### src/rtl/core/u8cp_pkg.sv
`timescale 1ns / 1ps
`default_nettype none

package u8cp_pkg;

  // Class of a byte when it stands at the front of the window.
  typedef enum logic [2:0] {
    CLS_ASCII   = 3'd0,
    CLS_LEAD2   = 3'd1,
    CLS_LEAD3   = 3'd2,
    CLS_LEAD4   = 3'd3,
    CLS_INVALID = 3'd4
  } cls_t;

  // One queued byte with its end-of-text flag and its class.
  typedef struct packed {
    logic [7:0] data;
    logic       last;
    cls_t       cls;
  } q_item_t;

  localparam logic [7:0]  LEAD2_MASK = 8'hE0;
  localparam logic [7:0]  LEAD2_TAG  = 8'hC0;
  localparam logic [7:0]  LEAD3_MASK = 8'hF0;
  localparam logic [7:0]  LEAD3_TAG  = 8'hE0;
  localparam logic [7:0]  LEAD4_MASK = 8'hF8;
  localparam logic [7:0]  LEAD4_TAG  = 8'hF0;
  localparam logic [1:0]  CONT_TAG   = 2'b10;

  localparam logic [20:0] REPLACEMENT_CP = 21'h00FFFD;
  localparam logic [20:0] MAX_CP         = 21'h10FFFF;
  localparam logic [20:0] SURR_LO        = 21'h00D800;
  localparam logic [20:0] SURR_HI        = 21'h00DFFF;
  localparam logic [20:0] MIN_CP2        = 21'h000080;
  localparam logic [20:0] MIN_CP3        = 21'h000800;
  localparam logic [20:0] MIN_CP4        = 21'h010000;

  function automatic cls_t classify(input logic [7:0] b);
    cls_t c;
    if (!b[7]) begin
      c = CLS_ASCII;
    end else if ((b & LEAD2_MASK) == LEAD2_TAG) begin
      c = CLS_LEAD2;
    end else if ((b & LEAD3_MASK) == LEAD3_TAG) begin
      c = CLS_LEAD3;
    end else if ((b & LEAD4_MASK) == LEAD4_TAG) begin
      c = CLS_LEAD4;
    end else begin
      c = CLS_INVALID;
    end
    return c;
  endfunction

  // Number of continuation bytes that a lead needs; zero for single bytes.
  function automatic logic [1:0] cont_count(input cls_t c);
    logic [1:0] n;
    unique case (c)
      CLS_LEAD2: n = 2'd1;
      CLS_LEAD3: n = 2'd2;
      CLS_LEAD4: n = 2'd3;
      default:   n = 2'd0;
    endcase
    return n;
  endfunction

endpackage

`default_nettype wire

### src/rtl/core/u8cp_if.sv
`timescale 1ns / 1ps
`default_nettype none

interface u8cp_in_if;
  logic       valid;
  logic       ready;
  logic [7:0] in_byte;
  logic       text_end;

  modport source (output valid, output in_byte, output text_end, input ready);
  modport sink   (input valid, input in_byte, input text_end, output ready);
endinterface

interface u8cp_out_if;
  logic        valid;
  logic        ready;
  logic [20:0] code_point;
  logic        replaced;
  logic        run_last;
  logic        text_done;

  modport source (output valid, output code_point, output replaced, output run_last,
                  output text_done, input ready);
  modport sink   (input valid, input code_point, input replaced, input run_last,
                  input text_done, output ready);
endinterface

`default_nettype wire

### src/rtl/core/u8cp_front.sv
`timescale 1ns / 1ps
`default_nettype none

module u8cp_front
  import u8cp_pkg::*;
#(
  parameter int DEPTH = 2
) (
  input  wire logic    clk,
  input  wire logic    rst_n,
  u8cp_in_if.sink      in_ch,
  output q_item_t      q_item,
  output logic         q_valid,
  input  wire logic    q_pop
);

  localparam int PW = (DEPTH > 1) ? $clog2(DEPTH) : 1;
  localparam int CW = $clog2(DEPTH + 1);

  q_item_t         mem_r [DEPTH];
  logic [PW-1:0]   wr_ptr_r, wr_ptr_nxt;
  logic [PW-1:0]   rd_ptr_r, rd_ptr_nxt;
  logic [CW-1:0]   count_r, count_nxt;
  logic            push, pop;

  assign in_ch.ready = (count_r != CW'(DEPTH));
  assign q_valid     = (count_r != '0);
  assign q_item      = mem_r[rd_ptr_r];

  assign push = in_ch.valid && in_ch.ready;
  assign pop  = q_pop && q_valid;

  always_comb begin
    wr_ptr_nxt = wr_ptr_r;
    rd_ptr_nxt = rd_ptr_r;
    count_nxt  = count_r;
    if (push) begin
      wr_ptr_nxt = (wr_ptr_r == PW'(DEPTH - 1)) ? '0 : wr_ptr_r + 1'b1;
    end
    if (pop) begin
      rd_ptr_nxt = (rd_ptr_r == PW'(DEPTH - 1)) ? '0 : rd_ptr_r + 1'b1;
    end
    case ({push, pop})
      2'b10:   count_nxt = count_r + 1'b1;
      2'b01:   count_nxt = count_r - 1'b1;
      default: count_nxt = count_r;
    endcase
  end

  always_ff @(posedge clk) begin
    if (!rst_n) begin
      wr_ptr_r <= '0;
      rd_ptr_r <= '0;
      count_r  <= '0;
    end else begin
      wr_ptr_r <= wr_ptr_nxt;
      rd_ptr_r <= rd_ptr_nxt;
      count_r  <= count_nxt;
    end
  end

  // The class is worked out on entry so the back end sees it ready-made.
  always_ff @(posedge clk) begin
    if (push) begin
      mem_r[wr_ptr_r] <= '{data: in_ch.in_byte, last: in_ch.text_end,
                           cls: classify(in_ch.in_byte)};
    end
  end

endmodule

`default_nettype wire

### src/rtl/core/u8cp_back.sv
`timescale 1ns / 1ps
`default_nettype none

module u8cp_back
  import u8cp_pkg::*;
(
  input  wire logic clk,
  input  wire logic rst_n,
  input  q_item_t   q_item,
  input  wire logic q_valid,
  output logic      q_pop,
  u8cp_out_if.source out_ch
);

  logic [7:0]  win_byte_r [4];
  cls_t        win_cls_r  [4];
  logic [2:0]  fill_r;
  logic        end_r;
  logic        busy_r;

  logic        out_valid_r;
  logic [20:0] cp_r;
  logic        rep_r, last_r, done_r;

  logic        slot_free, step;
  logic [7:0]  vb [4];
  cls_t        vc [4];
  logic [2:0]  fill_v;
  logic        end_v;
  logic [1:0]  cc;
  logic [1:0]  cc_next;
  logic [2:0]  need;
  logic [2:0]  need_next;
  logic [3:1]  cont_ok;
  logic [20:0] cp2, cp3, cp4;
  logic        ok2, ok3, ok4;
  logic        have_res, res_rep;
  logic [20:0] res_cp;
  logic [2:0]  drop;
  logic [2:0]  rem_fill;
  logic [2:0]  sel;
  logic [7:0]  nb [4];
  cls_t        nc [4];
  logic        next_lead, more;

  assign slot_free = !out_valid_r || out_ch.ready;
  assign step      = slot_free && (busy_r || q_valid);
  // A new byte is taken only once the previous one has been fully scanned.
  assign q_pop     = slot_free && !busy_r && q_valid;

  always_comb begin
    for (int i = 0; i < 4; i++) begin
      if (!busy_r && fill_r == 3'(i)) begin
        vb[i] = q_item.data;
        vc[i] = q_item.cls;
      end else begin
        vb[i] = win_byte_r[i];
        vc[i] = win_cls_r[i];
      end
    end
    fill_v = busy_r ? fill_r : fill_r + 3'd1;
    end_v  = busy_r ? end_r : q_item.last;

    cc   = cont_count(vc[0]);
    need = {1'b0, cc} + 3'd1;
    for (int i = 1; i < 4; i++) begin
      cont_ok[i] = (vb[i][7:6] == CONT_TAG);
    end

    cp2 = {10'd0, vb[0][4:0], vb[1][5:0]};
    cp3 = {5'd0, vb[0][3:0], vb[1][5:0], vb[2][5:0]};
    cp4 = {vb[0][2:0], vb[1][5:0], vb[2][5:0], vb[3][5:0]};
    ok2 = cont_ok[1] && (cp2 >= MIN_CP2);
    ok3 = cont_ok[1] && cont_ok[2] && (cp3 >= MIN_CP3) &&
          !((cp3 >= SURR_LO) && (cp3 <= SURR_HI));
    ok4 = cont_ok[1] && cont_ok[2] && cont_ok[3] && (cp4 >= MIN_CP4) && (cp4 <= MAX_CP);

    have_res = 1'b0;
    res_rep  = 1'b0;
    res_cp   = REPLACEMENT_CP;
    drop     = 3'd0;
    unique case (vc[0]) inside
      CLS_ASCII: begin
        have_res = 1'b1;
        res_cp   = {13'd0, vb[0]};
        drop     = 3'd1;
      end
      CLS_LEAD2, CLS_LEAD3, CLS_LEAD4: begin
        if (fill_v < need) begin
          // A window cut short by the end of the text gives one replacement.
          if (end_v) begin
            have_res = 1'b1;
            res_rep  = 1'b1;
            drop     = fill_v;
          end
        end else begin
          have_res = 1'b1;
          if (vc[0] == CLS_LEAD2 && ok2) begin
            res_cp = cp2;
            drop   = need;
          end else if (vc[0] == CLS_LEAD3 && ok3) begin
            res_cp = cp3;
            drop   = need;
          end else if (vc[0] == CLS_LEAD4 && ok4) begin
            res_cp = cp4;
            drop   = need;
          end else begin
            res_rep = 1'b1;
            drop    = 3'd1;
          end
        end
      end
      default: begin
        have_res = 1'b1;
        res_rep  = 1'b1;
        drop     = 3'd1;
      end
    endcase

    rem_fill = fill_v - drop;
    for (int i = 0; i < 4; i++) begin
      sel = 3'(i) + drop;
      if (sel < 3'd4) begin
        nb[i] = vb[sel[1:0]];
        nc[i] = vc[sel[1:0]];
      end else begin
        nb[i] = vb[i];
        nc[i] = vc[i];
      end
    end

    // Decide now whether the remaining bytes give another result for this byte.
    cc_next   = cont_count(nc[0]);
    need_next = {1'b0, cc_next} + 3'd1;
    next_lead = (nc[0] == CLS_LEAD2) || (nc[0] == CLS_LEAD3) || (nc[0] == CLS_LEAD4);
    more      = have_res && (rem_fill != 3'd0) &&
                (end_v || !(next_lead && rem_fill < need_next));
  end

  always_ff @(posedge clk) begin
    if (step) begin
      for (int i = 0; i < 4; i++) begin
        win_byte_r[i] <= nb[i];
        win_cls_r[i]  <= nc[i];
      end
    end
    if (slot_free) begin
      cp_r   <= res_cp;
      rep_r  <= res_rep;
      last_r <= !more;
      done_r <= !more && end_v;
    end
  end

  always_ff @(posedge clk) begin
    if (!rst_n) begin
      fill_r      <= 3'd0;
      end_r       <= 1'b0;
      busy_r      <= 1'b0;
      out_valid_r <= 1'b0;
    end else begin
      if (step) begin
        fill_r <= (end_v && !more) ? 3'd0 : rem_fill;
        end_r  <= end_v;
        busy_r <= more;
      end
      if (slot_free) begin
        out_valid_r <= step && have_res;
      end
    end
  end

  assign out_ch.valid      = out_valid_r;
  assign out_ch.code_point = cp_r;
  assign out_ch.replaced   = rep_r;
  assign out_ch.run_last   = last_r;
  assign out_ch.text_done  = done_r;

endmodule

`default_nettype wire

### src/rtl/core/utf8_to_codepoint_decoder.sv
// Channel   Dir  Handshake          Payload
// in_ch     in   valid / ready      in_byte[7:0], text_end
// out_ch    out  valid / ready      code_point[20:0], replaced, run_last, text_done
//
// A byte enters a small queue and is scanned once the scan unit is idle and the output slot
// is free; its first result is registered at the end of that scan.
// The scan unit gives one result per cycle while the receiver takes them; a byte gives
// up to four results when a failed window forces the buffered bytes to be rescanned.
// Reset is synchronous and active low; it empties the queue and the window.
// Either side may stall on its own; the queue absorbs input while results wait.
`timescale 1ns / 1ps
`default_nettype none

module utf8_to_codepoint_decoder
  import u8cp_pkg::*;
#(
  parameter int QUEUE_DEPTH = 2
) (
  input  wire logic  clk,
  input  wire logic  rst_n,
  u8cp_in_if.sink    in_ch,
  u8cp_out_if.source out_ch
);

  q_item_t q_item;
  logic    q_valid;
  logic    q_pop;

  u8cp_front #(
    .DEPTH(QUEUE_DEPTH)
  ) u_front (
    .clk    (clk),
    .rst_n  (rst_n),
    .in_ch  (in_ch),
    .q_item (q_item),
    .q_valid(q_valid),
    .q_pop  (q_pop)
  );

  u8cp_back u_back (
    .clk    (clk),
    .rst_n  (rst_n),
    .q_item (q_item),
    .q_valid(q_valid),
    .q_pop  (q_pop),
    .out_ch (out_ch)
  );

endmodule

`default_nettype wire

### src/flat_wrapper.sv
// flat-port wrapper written by rule: the top's interface ports become plain ports
module utf8_to_codepoint_decoder_flat import u8cp_pkg::*;
#(
  parameter int QUEUE_DEPTH = 2
)
  (clk, rst_n, in_ch_valid, in_ch_in_byte, in_ch_text_end, in_ch_ready, out_ch_valid, out_ch_code_point, out_ch_replaced, out_ch_run_last, out_ch_text_done, out_ch_ready);
  u8cp_in_if in_ch_i ();
  u8cp_out_if out_ch_i ();
  input  wire logic clk;
  input  wire logic rst_n;
  input wire logic [$bits(in_ch_i.valid)-1:0] in_ch_valid;
  input wire logic [$bits(in_ch_i.in_byte)-1:0] in_ch_in_byte;
  input wire logic [$bits(in_ch_i.text_end)-1:0] in_ch_text_end;
  output wire logic [$bits(in_ch_i.ready)-1:0] in_ch_ready;
  output wire logic [$bits(out_ch_i.valid)-1:0] out_ch_valid;
  output wire logic [$bits(out_ch_i.code_point)-1:0] out_ch_code_point;
  output wire logic [$bits(out_ch_i.replaced)-1:0] out_ch_replaced;
  output wire logic [$bits(out_ch_i.run_last)-1:0] out_ch_run_last;
  output wire logic [$bits(out_ch_i.text_done)-1:0] out_ch_text_done;
  input wire logic [$bits(out_ch_i.ready)-1:0] out_ch_ready;
  assign in_ch_i.valid = in_ch_valid;
  assign in_ch_i.in_byte = in_ch_in_byte;
  assign in_ch_i.text_end = in_ch_text_end;
  assign in_ch_ready = in_ch_i.ready;
  assign out_ch_valid = out_ch_i.valid;
  assign out_ch_code_point = out_ch_i.code_point;
  assign out_ch_replaced = out_ch_i.replaced;
  assign out_ch_run_last = out_ch_i.run_last;
  assign out_ch_text_done = out_ch_i.text_done;
  assign out_ch_i.ready = out_ch_ready;
  utf8_to_codepoint_decoder #(.QUEUE_DEPTH(QUEUE_DEPTH)) u_core (.clk(clk), .rst_n(rst_n), .in_ch(in_ch_i), .out_ch(out_ch_i));
endmodule
### config.mk
export PLATFORM = sky130hd
export DESIGN_NAME = utf8_to_codepoint_decoder_flat
export DESIGN_NICKNAME = d
export VERILOG_FILES = /design/src/rtl/core/u8cp_pkg.sv /design/src/rtl/core/u8cp_if.sv /design/src/rtl/core/u8cp_front.sv /design/src/rtl/core/u8cp_back.sv /design/src/rtl/core/utf8_to_codepoint_decoder.sv /design/src/flat_wrapper.sv
export SDC_FILE = /design/constraint.sdc
export NUM_CORES = 1
export LEC_CHECK = 0
export ABC_AREA = 1
export BUFFER_PORTS_ARGS = -buffer_cell sky130_fd_sc_hd__buf_2
export CAP_MARGIN = 10
export CORE_AREA = 2 2 141 143
export CTS_CLUSTER_DIAMETER = 80
export CTS_CLUSTER_SIZE = 25
export DETAILED_ROUTE_END_ITERATION = 7
export DIE_AREA = 0 0 143 145
export GPL_ROUTABILITY_DRIVEN = 0
export PLACE_DENSITY = 0.49
export REMOVE_ABC_BUFFERS = 1
export SKIP_LAST_GASP = 1
export SLEW_MARGIN = 20
export SYNTH_ARGS = -nofsm -noshare
export SYNTH_HDL_FRONTEND = slang
export SYNTH_SLANG_ARGS = --single-unit
export TNS_END_PERCENT = 20
### constraint.sdc
create_clock -name clk -period 12.65 [get_ports clk]
set_input_delay 1.8975 -clock clk [delete_from_list [all_inputs] [get_ports clk]]
set_output_delay 1.8975 -clock clk [all_outputs]
set_load 0.05 [all_outputs]
## After elaboration in Yosys (flattened, before gate mapping)

Memories as Yosys holds them, arrays and structs flattened. A register that Yosys moved wholly into a read port is not among the register bits.
Cells that the tools add are included.

| word-level totals | value |
|---|---|
| logic and storage cells | 182 |
| memory bits (writable) | 68 |
| output and inout bits | 26 |
| bits of input ports | 13 |
| register bits | 34 |
| memories | 3 |

| operators by class | value |
|---|---|
| mux-type cells | 78 |
| order comparisons | 16 |
| reduce and logical (&&, ||, !) cells | 41 |
| bitwise logic cells | 4 |
| eq/ne operators | 18 |
| add/sub/neg operators | 11 |

Memory list:

| name | depth | bits a word | rd ports | clocked after Yosys merged registers in | wr ports | RTL line | text |
|---|---|---|---|---|---|---|---|
| u_core.u_back.win_byte_r | 4 | 8 | 4 | 0 | 4 | u8cp_back.sv:15 | `logic [7:0] win_byte_r [4];` |
| u_core.u_front.mem_r | 2 | 12 | 1 | 1 | 1 | u8cp_front.sv:20 | `q_item_t mem_r [DEPTH];` |
| u_core.u_back.win_cls_r | 4 | 3 | 4 | 0 | 4 | u8cp_back.sv:16 | `cls_t win_cls_r [4];` |

Operators by type and width:

| cell | number |
|---|---|
| 8-bit 2-to-1 mux | 16 |
| 3-bit 2-to-1 mux | 29 |
| 21-bit 2-to-1 mux | 4 |
| 8-bit binary-select mux with 2-bit select | 4 |
| 21-bit one-hot mux with 2 select lines | 1 |
| 1-bit logical AND | 25 |
| 3-bit binary-select mux with 2-bit select | 4 |
| 21-bit by 17-bit greater-or-equal comparator with 1-bit output (second input constant) | 1 |
| 21-bit less-or-equal comparator (second input constant) | 1 |
| 3-bit by 2-bit == test with 1-bit output (second input constant) | 6 |
| 16-bit by 12-bit greater-or-equal comparator with 1-bit output (second input constant) | 1 |
| 16-bit greater-or-equal comparator (second input constant) | 1 |
| 16-bit less-or-equal comparator (second input constant) | 1 |
| 1-bit 2-to-1 mux | 16 |
| 3-bit greater-or-equal comparator (second input constant) | 4 |
| 3-bit < comparator (second input constant) | 4 |
| 2-bit inverter with 3-bit output | 4 |
| 2-bit one-hot mux with 3 select lines | 2 |
| 11-bit by 8-bit greater-or-equal comparator with 1-bit output (second input constant) | 1 |
| 3-bit by 1-bit == test with 1-bit output (second input constant) | 3 |
| 2-bit == test (second input constant) | 4 |
| 2-bit by 1-bit adder with 3-bit output (second input constant) | 2 |
| 2-bit by 3-bit adder with 3-bit output (first input constant) | 2 |
| 3-bit zero test | 2 |
| 19 further kinds | 30 |

## Longest topological paths before layout

Gate-level depths: netlist of run 1.

| logic depth | value |
|---|---|
| depth after elaboration | 30 |
| depth in mapped cells | 36 |
| gate-level depth less buffers | 34 |

## Hierarchy

A second synthesis of run 1 with hierarchy kept.

| second synthesis, totals | value |
|---|---|
| cells, all modules | 840 |
| area, all modules | 7,016.7 µm² |

By module, submodules not included:

| module | seq. area each (µm²) | area each (µm²) | times used | cells each |
|---|---|---|---|---|
| u8cp_back | 2,162.1 | 5,815.6 | 1 | 758 |
| u8cp_front | 820.8 | 1,201.2 | 1 | 82 |

## Least setup slack after synthesis of run 1

Ideal clock, no wire load.

| timing | value |
|---|---|
| path kind | flip-flop to flip-flop |
| start | register u_core.u_back.fill_r[0] |
| end | register u_core.u_back.busy_r |
| clock period less this slack | 4.630 ns |
| path slack | 8.020 ns |
| data arrival time | 4.507 ns |
| cell stages (with the launch flop) | 31 |
| required time | 12.527 ns |
| buffers on the path | 4 |
| setup time | 0.123 ns |
| path through | dfxtp_1 inv_1 ha_1 nand2_1 nor2_2 buf_6 nand2_1 nand2_2 nor2_1 ha_1 inv_1 ha_1 a21oi_1 nand2_1 nand2_2 inv_2 nand2_4 nand2_4 buf_6 buf_6 buf_6 ha_1 fa_1 xnor2_1 xnor2_1 inv_1 ha_1 a211oi_1 nand3_2 nand3_1 a21oi_1 |

| on the way | value |
|---|---|
| cells in the longest elaborated chain, start to end | 27 |
| elaborated cells between the ends (all ways) | 75 |
| classes of those cells | 4 x add/sub; 9 x order compare; 12 x eq/ne; 23 x mux; 1 x bitwise; 26 x reduce/logical |

Ends and longest elaborated chain:

| item | RTL line | text |
|---|---|---|
| start: declaration | u8cp_back.sv:17 | `logic [2:0] fill_r;` |
| start signal: assignment | u8cp_back.sv:163 | `fill_r <= (end_v && !more) ? 3'd0 : rem_fill;` |
| branches (longest 26 deep; another with 21-bit by 17-bit greater-or-equal comparator with 1-bit output) | n/a |  |
| 1-bit logical AND * | u8cp_back.sv:136 | `more = have_res && (rem_fill != 3'd0) &&` |
| end signal: assignment | u8cp_back.sv:165 | `busy_r <= more;` |
| end: declaration | u8cp_back.sv:19 | `logic busy_r;` |

Every way passes the cells marked *. The select of a mux whose other input is x is not followed.
A chain may end at the register's enable or synchronous reset.

==> results.toml, run 1 <==
[clocking]
clkSinkCount = 103
clk_latency_ns = 0.36
post_cts_resized = 0
cts_buffers = 9
cts_tree = "done"
htree_levels = 3
post-cts-setup-buffer-count = 0
clkTransAtPathRegs_ns = 0.07
clockBufferDepth = 2
cts_hold_buf = 0
cts_root_buf = "clkbuf_16"

[sta]
tightest_slew_ns = 1.00
maxSlewViolCount = 0
max_freq_ghz = 0.169
layout_min_cycle_time_ns = 5.92
setup_tns_ns = 0
max_slew_margin_pct = 33.0
clock_skew_ns = 0.0126
rsz0062_at_grt = "no"
setup_violations = 0
hold_slack_ns = 0.486
hold_viol_final = 0
fin_crit_sh_pct = 46.8

[routing]
drt_iter0_markers = 539
vias = 5734
wire_per_inst_um = 17.2
drc = 0
drt_wl_total_um = 19600
viasPerCell = 5.04
ant_nets = 0
first_pass_iters = 5

[worst_setup_path]
critical_path_class = "reg2reg"
worstPathMaxFanout = 29
end_kind = "flop"
arrival_ns = 6.01
critPathLaunchType = "flop"
worstPathRequired_ns = 12.74

[layout]
finalInstanceArea_sq_um = 7300
areaGrowthSynthToFinish_pct = 9.83
nets = 896
antenna_cells = 0
drive_above_1_share_pct = 12.7

[grt]
antenna_found_initial = 0
grt_pass1_vias = 5292
top_usage_layer = "met2"
grt_usage_pct = 19.1
use_met3_pct = 3.00
grt_overflow = 0
use_met2_pct = 30.9
grt_pass1_wl_um = 30000
grtUsageMet1_pct = 25.4
grt_max_degree = 79

[synth]
yosys.area.top_type = "edfxtp_1"
synth.distinct_cells = 40
ys_ff_latch = 103
synth_area_sq_um = 6640
yosysWarnings = 0
synth-edff-count = 92
synth.yosys.seq_area_share_pct = 44.9
synth_area_leaders = "edfxtp_1 (42%), nand2_1 (13%), o21ai_0 (7.4%), inv_1 (5.7%), o21ai_1 (4.2%)"
avgSynthCellArea_sq_um = 7.83
async_flop_share_pct = 0
netlist_instances = 849
synth_top_area_share_pct = 41.6
ys.flop_type = "edfxtp_1"

[status]
outcome = "finished, final reports clean"

[die]
initial_core_util_pct = 34.6
die_area_sq_um = 20700
row_count = 51
die_w_um = 143
ios = 39
core-area_sq_um = 19200
die_h_um = 145

[placement]
portBuffers = 38
post_dp_cell_area_sq_um = 6980
dp_hpwl_um = 13900

[job]
drv_cap = 0

[min_path]
worstHoldPathType = "reg2reg"
==> cell usage after synthesis, types with 2 or more instances <==
cell type / count
nand2_2: 11
edfxtp_1: 92
buf_6: 10
o221ai_1: 7
a22oi_1: 4
nand3_2: 8
a31oi_1: 3
nor3_1: 5
nor2_4: 2
a21oi_1: 45
o22ai_1: 5
xnor2_1: 2
o21ai_2: 3
dfxtp_1: 11
nand2_4: 3
inv_1: 101
buf_2: 11
nand2_1: 226
o21ai_1: 56
or2_2: 7
o21ai_0: 98
o21a_1: 2
xor2_1: 2
nand3_1: 17
nor2_2: 4
ha_1: 15
inv_2: 14
a211oi_1: 3
nor2_1: 46
o211ai_1: 14
clkbuf_1: 12
or2_1: 2
==> layout make-up <==
type,count,area [sq um]
clock buffers,11,233
clock inverters,5,82.6
fillers,2021,11900
inverters,116,435
multi-input cells,595,3010
flip-flops and latches,103,2980
well taps,265,332
repair buffers,42,220
==> cells in the final DEF (no fill, tap or decap), types with 4 or more instances in the layout <==
cell type	n
nand3_1	17
nor2_1	45
nor2_2	5
buf_2	38
nor3_1	5
clkbuf_16	9
a21oi_1	45
a22oi_1	4
o21ai_1	56
edfxtp_1	92
inv_2	14
buf_4	4
ha_1	15
o211ai_1	14
nand3_2	8
o22ai_1	5
nand2_2	11
dfxtp_1	11
or2_2	7
o221ai_1	7
nand2_1	226
inv_1	101
o21ai_0	98
==> registers in the layout, indices dropped and copies added (netlist names), named ones only <==
signal / flops
u_core.u_back.busy_r: 1
u_core.u_back.end_r: 1
u_core.u_back.fill_r: 3
u_core.u_back.out_ch.code_point: 21
u_core.u_back.out_ch.replaced: 1
u_core.u_back.out_ch.run_last: 1
u_core.u_back.out_ch.text_done: 1
u_core.u_back.out_ch.valid: 1
u_core.u_back.win_byte_r: 32
u_core.u_back.win_cls_r: 12
u_core.u_front.count_r: 2
u_core.u_front.mem_r: 24
u_core.u_front.rd_ptr_r: 1
u_core.u_front.wr_ptr_r: 1
==> critical path, stage by stage (launching register included) <==
cell and delay (ns):
dfxtp_1 0.36, inv_1 0.09, ha_1 0.21, nand2_1 0.08, nor2_2 0.48, nand2_1 0.10, nand2_1 0.17, nor2_1 0.09
ha_1 0.27, inv_1 0.05, ha_1 0.26, nand2_1 0.04, inv_1 0.04, nand2_1 0.06, nand2_1 0.18, nor2_1 0.10
nand2_1 0.12, nand2_2 0.09, nand2_1 0.61, inv_2 0.41, ha_1 0.96, inv_1 0.47, o211ai_1 0.29, o21ai_1 0.09
==> path summary, 6_finish.rpt <==
check	from	endpoint	slack [ns]	cells past startpoint
worst min register to register	u_core.u_front.count_r[1]	u_core.u_front.count_r[1]	0.49	1
worst max-delay path	u_core.u_back.fill_r[0]	u_core.u_back.win_byte_r[1][6]	6.73	23
worst min-delay path	u_core.u_front.count_r[1]	u_core.u_front.count_r[1]	0.49	1
worst max register to register	u_core.u_back.fill_r[0]	u_core.u_back.win_byte_r[1][6]	6.73	23
==> per-stage QoR <==
step / utilization [%] / std cells / setup slack (ns)
2_1_floorplan: - / 814 / 7.81
3_3_place_gp: 36.3 / 1121 / 6.93
3_5_place_dp: 36.3 / 1121 / 6.80
4_1_cts: 38.0 / 1137 / 6.78
5_1_grt: 38.0 / 1137 / 6.06
6_report: 38.0 / 1137 / 6.73
==> cell families after synthesis <==
group,synth area share (%)
AND/OR/NAND/NOR,21.4
adder cells (fa/ha/maj),3.13
flip-flops,44.9
AO/OA/AOI/OAI,19.9
multiplexers,0.151
XOR/XNOR,0.527
buffers and inverters,9.92
==> metal layers <==
| layer | up-vias | wire length [um] | share of wire, % |
|---|---|---|---|
| met3 | 37 | 859 | 4.4 |
| met5 | - | 0 | 0 |
| met4 | 0 | 698 | 3.6 |
| met1 | 2625 | 8940 | 46 |
| met2 | 191 | 9080 | 46 |
| li1 | 2881 | - | - |
Power of run 1 is not shown: default switching activity piles up to over one toggle a cycle in this logic, so the estimate is an artifact.
==> inputs of run 2 (changes only) <==
Settings changed: ABC_AREA 1 to 0, CORE_AREA 2 2 141 143 to 2 2 142 144, DIE_AREA 0 0 143 145 to 0 0 144 146.
Clock period 12.65 ns to 6.1 ns, I/O delays scaled along.
==> results.toml, run 2 <==
[grt]
grt_usage_pct = 17.9
grt_overflow = 0
antenna_found_initial = 0
grt_pass1_wl_um = 28900
grt_max_degree = 51
grt_pass1_vias = 5108

[synth]
ys.flop_type = "edfxtp_1"
yosysWarnings = 0
synth.most_common_cell = "edfxtp_1"
avgSynthCellArea_sq_um = 10.2
synth.distinct_cells = 69
synth_area_sq_um = 6690
synth-edff-count = 92
yosys.area.top_type = "edfxtp_1"
synth_area_leaders = "edfxtp_1 (41%), mux2i_1 (10%), nor2_1 (4.7%), o21ai_0 (4.2%), mux4_2 (4.0%)"
netlist_instances = 653
ys_ff_latch = 103
ys_top_cells_by_count = "edfxtp_1 (92), nor2_1 (84), mux2i_1 (67)"
synth_top_area_share_pct = 41.3
synth.yosys.seq_area_share_pct = 44.6
async_flop_share_pct = 0

[worst_setup_path]
critPathLaunchType = "flop"
cpMostUsedCell = "ha_1"
worstPathRequired_ns = 6.20
critPathTopFamily = "simple AND/OR/NAND/NOR gates"
cp_slowest_cell = "mux2_2"
worstPathMaxFanout = 16
cpPeakStageDelay_ns = 0.39
critical_path_class = "reg2reg"
r2r_slack_ns = 0.34
end_kind = "flop"
arrival_ns = 5.86
path_buf_inv = 4
worstSetupStartpoint = "u_core.u_back.fill_r[0]"
reg2reg_from = "u_core.u_back.fill_r[0]"

[routing]
drc = 0
ant_nets = 0
wire_per_inst_um = 19.1
vias = 5192
wl_met1_um = 8560
drt_iter0_markers = 513
first_pass_iters = 7
dr_wl_met2_um = 8300
met3_length_um = 1140
viasPerCell = 5.38
highest_layer = "met4"
drt_wl_total_um = 18400

[job]
drv_cap = 0

[clocking]
cts_tree = "done"
clockBufferDepth = 2
clk_latency_ns = 0.35
clkSinkCount = 103
post-cts-setup-buffer-count = 0
cts_buffers = 9
htree_levels = 3
cts_hold_buf = 0
cts_root_buf = "clkbuf_16"
clkTransAtPathRegs_ns = 0.07

[sta]
max_slew_margin_pct = 27.9
rsz0062_at_grt = "no"
hold_viol_final = 0
maxSlewViolCount = 0
layout_min_cycle_time_ns = 5.76
max_freq_ghz = 0.174
clock_skew_ns = 0.0110
tightest_slew_ns = 1.08
fin_crit_sh_pct = 94.4
setup_violations = 0

[die]
die_w_um = 144
ios = 39
core-area_sq_um = 19300
initial_core_util_pct = 34.6
die_h_um = 146
row_count = 51
die_area_sq_um = 21000

[layout]
final_cell_mix = "edfxtp_1 (92), nor2_1 (83), mux2i_1 (67)"
nets = 724
largest_register = "u_core.u_back.win_byte_r"
antenna_cells = 0
drive_above_1_share_pct = 18.7
utilization_pct = 39.3
mostFrequentLayoutCell = "edfxtp_1"
largest_reg_flops = 32
areaGrowthSynthToFinish_pct = 13.5

[placement]
dp_hpwl_um = 13100
portBuffers = 38

[status]
outcome = "finished, final reports clean"

[min_path]
hp-start = "u_core.u_back.end_r"
worstHoldPathType = "reg2reg"
## run 2: path summary, 6_finish.rpt
kind	cells after the start	end
worst min register to register	2	u_core.u_back.end_r
worst max-delay path	25	u_core.u_back.out_ch.run_last
worst max register to register	25	u_core.u_back.out_ch.run_last
worst min-delay path	2	u_core.u_back.end_r
## run 2: kinds of logic after synthesis
group,Yosys count,synth area share (%)
flip-flops,103,44.6
AO/OA/AOI/OAI,162,15.4
buffers and inverters,64,4.34
AND/OR/NAND/NOR,204,14.1
multiplexers,95,16.8
XOR/XNOR,9,1.63
adder cells (fa/ha/maj),16,3.10
## run 2: metal layers
| layer | up-vias | global-route usage (%) |
|---|---|---|
| met3 | 32 | 3.65 |
| met1 | 2504 | 24.8 |
| met4 | 0 | 6.72 |
| met2 | 174 | 27.7 |
| li1 | 2482 | - |
| met5 | - | 0 |
## run 2: worst register-to-register path, stage by stage, from the launching register on
cell and delay, ns:
dfxtp_1 0.37, inv_1 0.10, ha_1 0.15, nor3b_4 0.34, mux2_2 0.39, and2_1 0.19
ha_1 0.34, inv_1 0.06, ha_1 0.27, o21a_1 0.19, nor2_1 0.13, a41oi_2 0.10
and2_0 0.26, a21boi_2 0.18, o21ai_4 0.16, buf_4 0.30, mux2i_1 0.26, a21oi_1 0.13
and2_1 0.17, ha_1 0.27, inv_1 0.04, ha_1 0.27, nand2_1 0.05, a311o_1 0.32
o2111a_1 0.15, or3_1 0.34
## run 2: final cells by class
class / instances / area (sq um)
clock buffer: 14 / 285
fill: 1904 / 11700
sequential: 103 / 2980
clock inverter: 2 / 11.3
timing repair buffer: 68 / 415
inverter: 27 / 101
tap: 265 / 332
multi-input combinational: 486 / 3460
## run 2: per-stage QoR
| step | cell area (sq um) | hold slack (ns) | setup TNS [ns] | worst slack, ns | cells |
|---|---|---|---|---|---|
| after global routing | 7590 | 0.569 | 0 | 0.0396 | 965 |
| after global placement | 7260 | 0.498 | 0 | 0.589 | 949 |
| after floorplan | 6500 | 0.483 | -20.04 | -1.74 | 616 |
| final | 7590 | 0.522 | 0 | 0.343 | 965 |
| after detailed placement | 7270 | 0.508 | 0 | 0.268 | 949 |
| after CTS | 7570 | 0.529 | 0 | 0.253 | 965 |
## run 2: what timing repair did
item / in CTS / in global routing
endpoints found under the setup margin: 0 / 1
resized for setup: 0 / 2
hold endpoints to repair: 0 / 0
Power of run 2 is left out for the same reason.
==> inputs of run 3 (changes only) <==
Settings changed: REMOVE_ABC_BUFFERS 1 to unset.
==> results.toml, run 3 (synthesis results as in run 2) <==
[clocking]
cts_buffers = 9
clockBufferDepth = 2
cts_tree = "done"
clk_latency_ns = 0.36
post-cts-setup-buffer-count = 0
clkSinkCount = 103
htree_levels = 3
cts_root_buf = "clkbuf_16"
clkTransAtPathRegs_ns = 0.07

[sta]
fin_crit_sh_pct = 94.4
setup_violations = 0
tightest_slew_ns = 1.14
maxSlewViolCount = 0
setup_tns_ns = 0
hold_slack_ns = 0.520
max_freq_ghz = 0.174
rsz0062_at_grt = "no"
clock_skew_ns = 0.00658
layout_min_cycle_time_ns = 5.76
hold_viol_final = 0
max_slew_margin_pct = 23.4

[die]
die_w_um = 144
ios = 39
die_area_sq_um = 21000
die_h_um = 146
row_count = 51
initial_core_util_pct = 34.6
core-area_sq_um = 19300

[routing]
vias = 5262
drt_iter0_markers = 561
drc = 0
drt_wl_total_um = 18800
viasPerCell = 5.48
first_pass_iters = 5
ant_nets = 0
wire_per_inst_um = 19.5

[layout]
largest_reg_flops = 32
mostFrequentLayoutCell = "edfxtp_1"
areaGrowthSynthToFinish_pct = 12.9
final_cell_mix = "edfxtp_1 (92), nor2_1 (82), mux2i_1 (67)"
antenna_cells = 0
nets = 720
largest_register = "u_core.u_back.win_byte_r"
drive_above_1_share_pct = 18.7

[grt]
grt_overflow = 0
grt_pass1_vias = 4948
grt_pass1_wl_um = 29000
grt_usage_pct = 18.3
antenna_found_initial = 0
grt_max_degree = 51

[synth]
syn_nets = 682

[worst_setup_path]
worstPathMaxFanout = 9
end_kind = "flop"
cp_slowest_cell = "dfxtp_1"
critical_path_class = "reg2reg"
cpMostUsedCell = "ha_1"
worstPathRequired_ns = 6.21
critPathLaunchType = "flop"
arrival_ns = 5.87
cpPeakStageDelay_ns = 0.43

[status]
outcome = "finished, final reports clean"

[placement]
dp_hpwl_um = 13600
portBuffers = 38

[min_path]
worstHoldPathType = "reg2reg"

[job]
drv_cap = 0
## run 3: per-stage QoR
step	area, sq um	worst slack, ns	utilization, %	cells
detailed placement	7230	0.272	37.4	945
global placement	7230	0.545	37.4	945
floorplan	6690	0.245	-	653
finish	7550	0.342	39.1	961
CTS	7530	0.247	39.0	961
global route	7550	0.0235	39.1	961
## run 3: layout make-up
type	instances	area, sq um
Clock buffer	13	282
Clock inverter	3	22.5
Fill cell	1898	11800
Inverter	27	101
Multi-Input combinational cell	486	3450
Sequential cell	103	2980
Tap cell	265	332
Timing Repair Buffer	64	385
## run 3: path summary, 6_finish.rpt
path                                   end  cells past startpoint                     from  slack [ns]
min                    u_core.u_back.end_r                      2      u_core.u_back.end_r        0.52
min reg2reg            u_core.u_back.end_r                      2      u_core.u_back.end_r        0.52
max reg2reg  u_core.u_back.out_ch.run_last                     26  u_core.u_back.fill_r[0]        0.34
max          u_core.u_back.out_ch.run_last                     26  u_core.u_back.fill_r[0]        0.34
## run 3: worst max-delay path, delay by kind of cell, from the launching register on
family                   cells  cell delay, ns
flip-flops                   1            0.43
AND/OR/NAND/NOR              8            1.56
buffers and inverters        5            0.56
multiplexers                 1            0.31
AO/OA/AOI/OAI                7            1.39
adder cells (fa/ha/maj)      5            1.24
## run 3: timing repair
item,4_1_cts,5_1_grt
endpoints found under the setup margin,0,1
hold buffers,0,0
gates resized for setup,0,3
endpoints found under the hold margin,0,0
## run 3: per-layer routing
layer | global-route usage, % | vias to the layer above | share of wire [%] | wire, um
li1 | - | 2472 | - | -
met1 | 26.6 | 2571 | 48 | 8940
met2 | 27.4 | 190 | 45 | 8350
met3 | 2.70 | 29 | 5.4 | 1020
met4 | 6.91 | 0 | 2.4 | 450
met5 | 0 | - | 0 | 0
Power of run 3 is left out for the same reason.
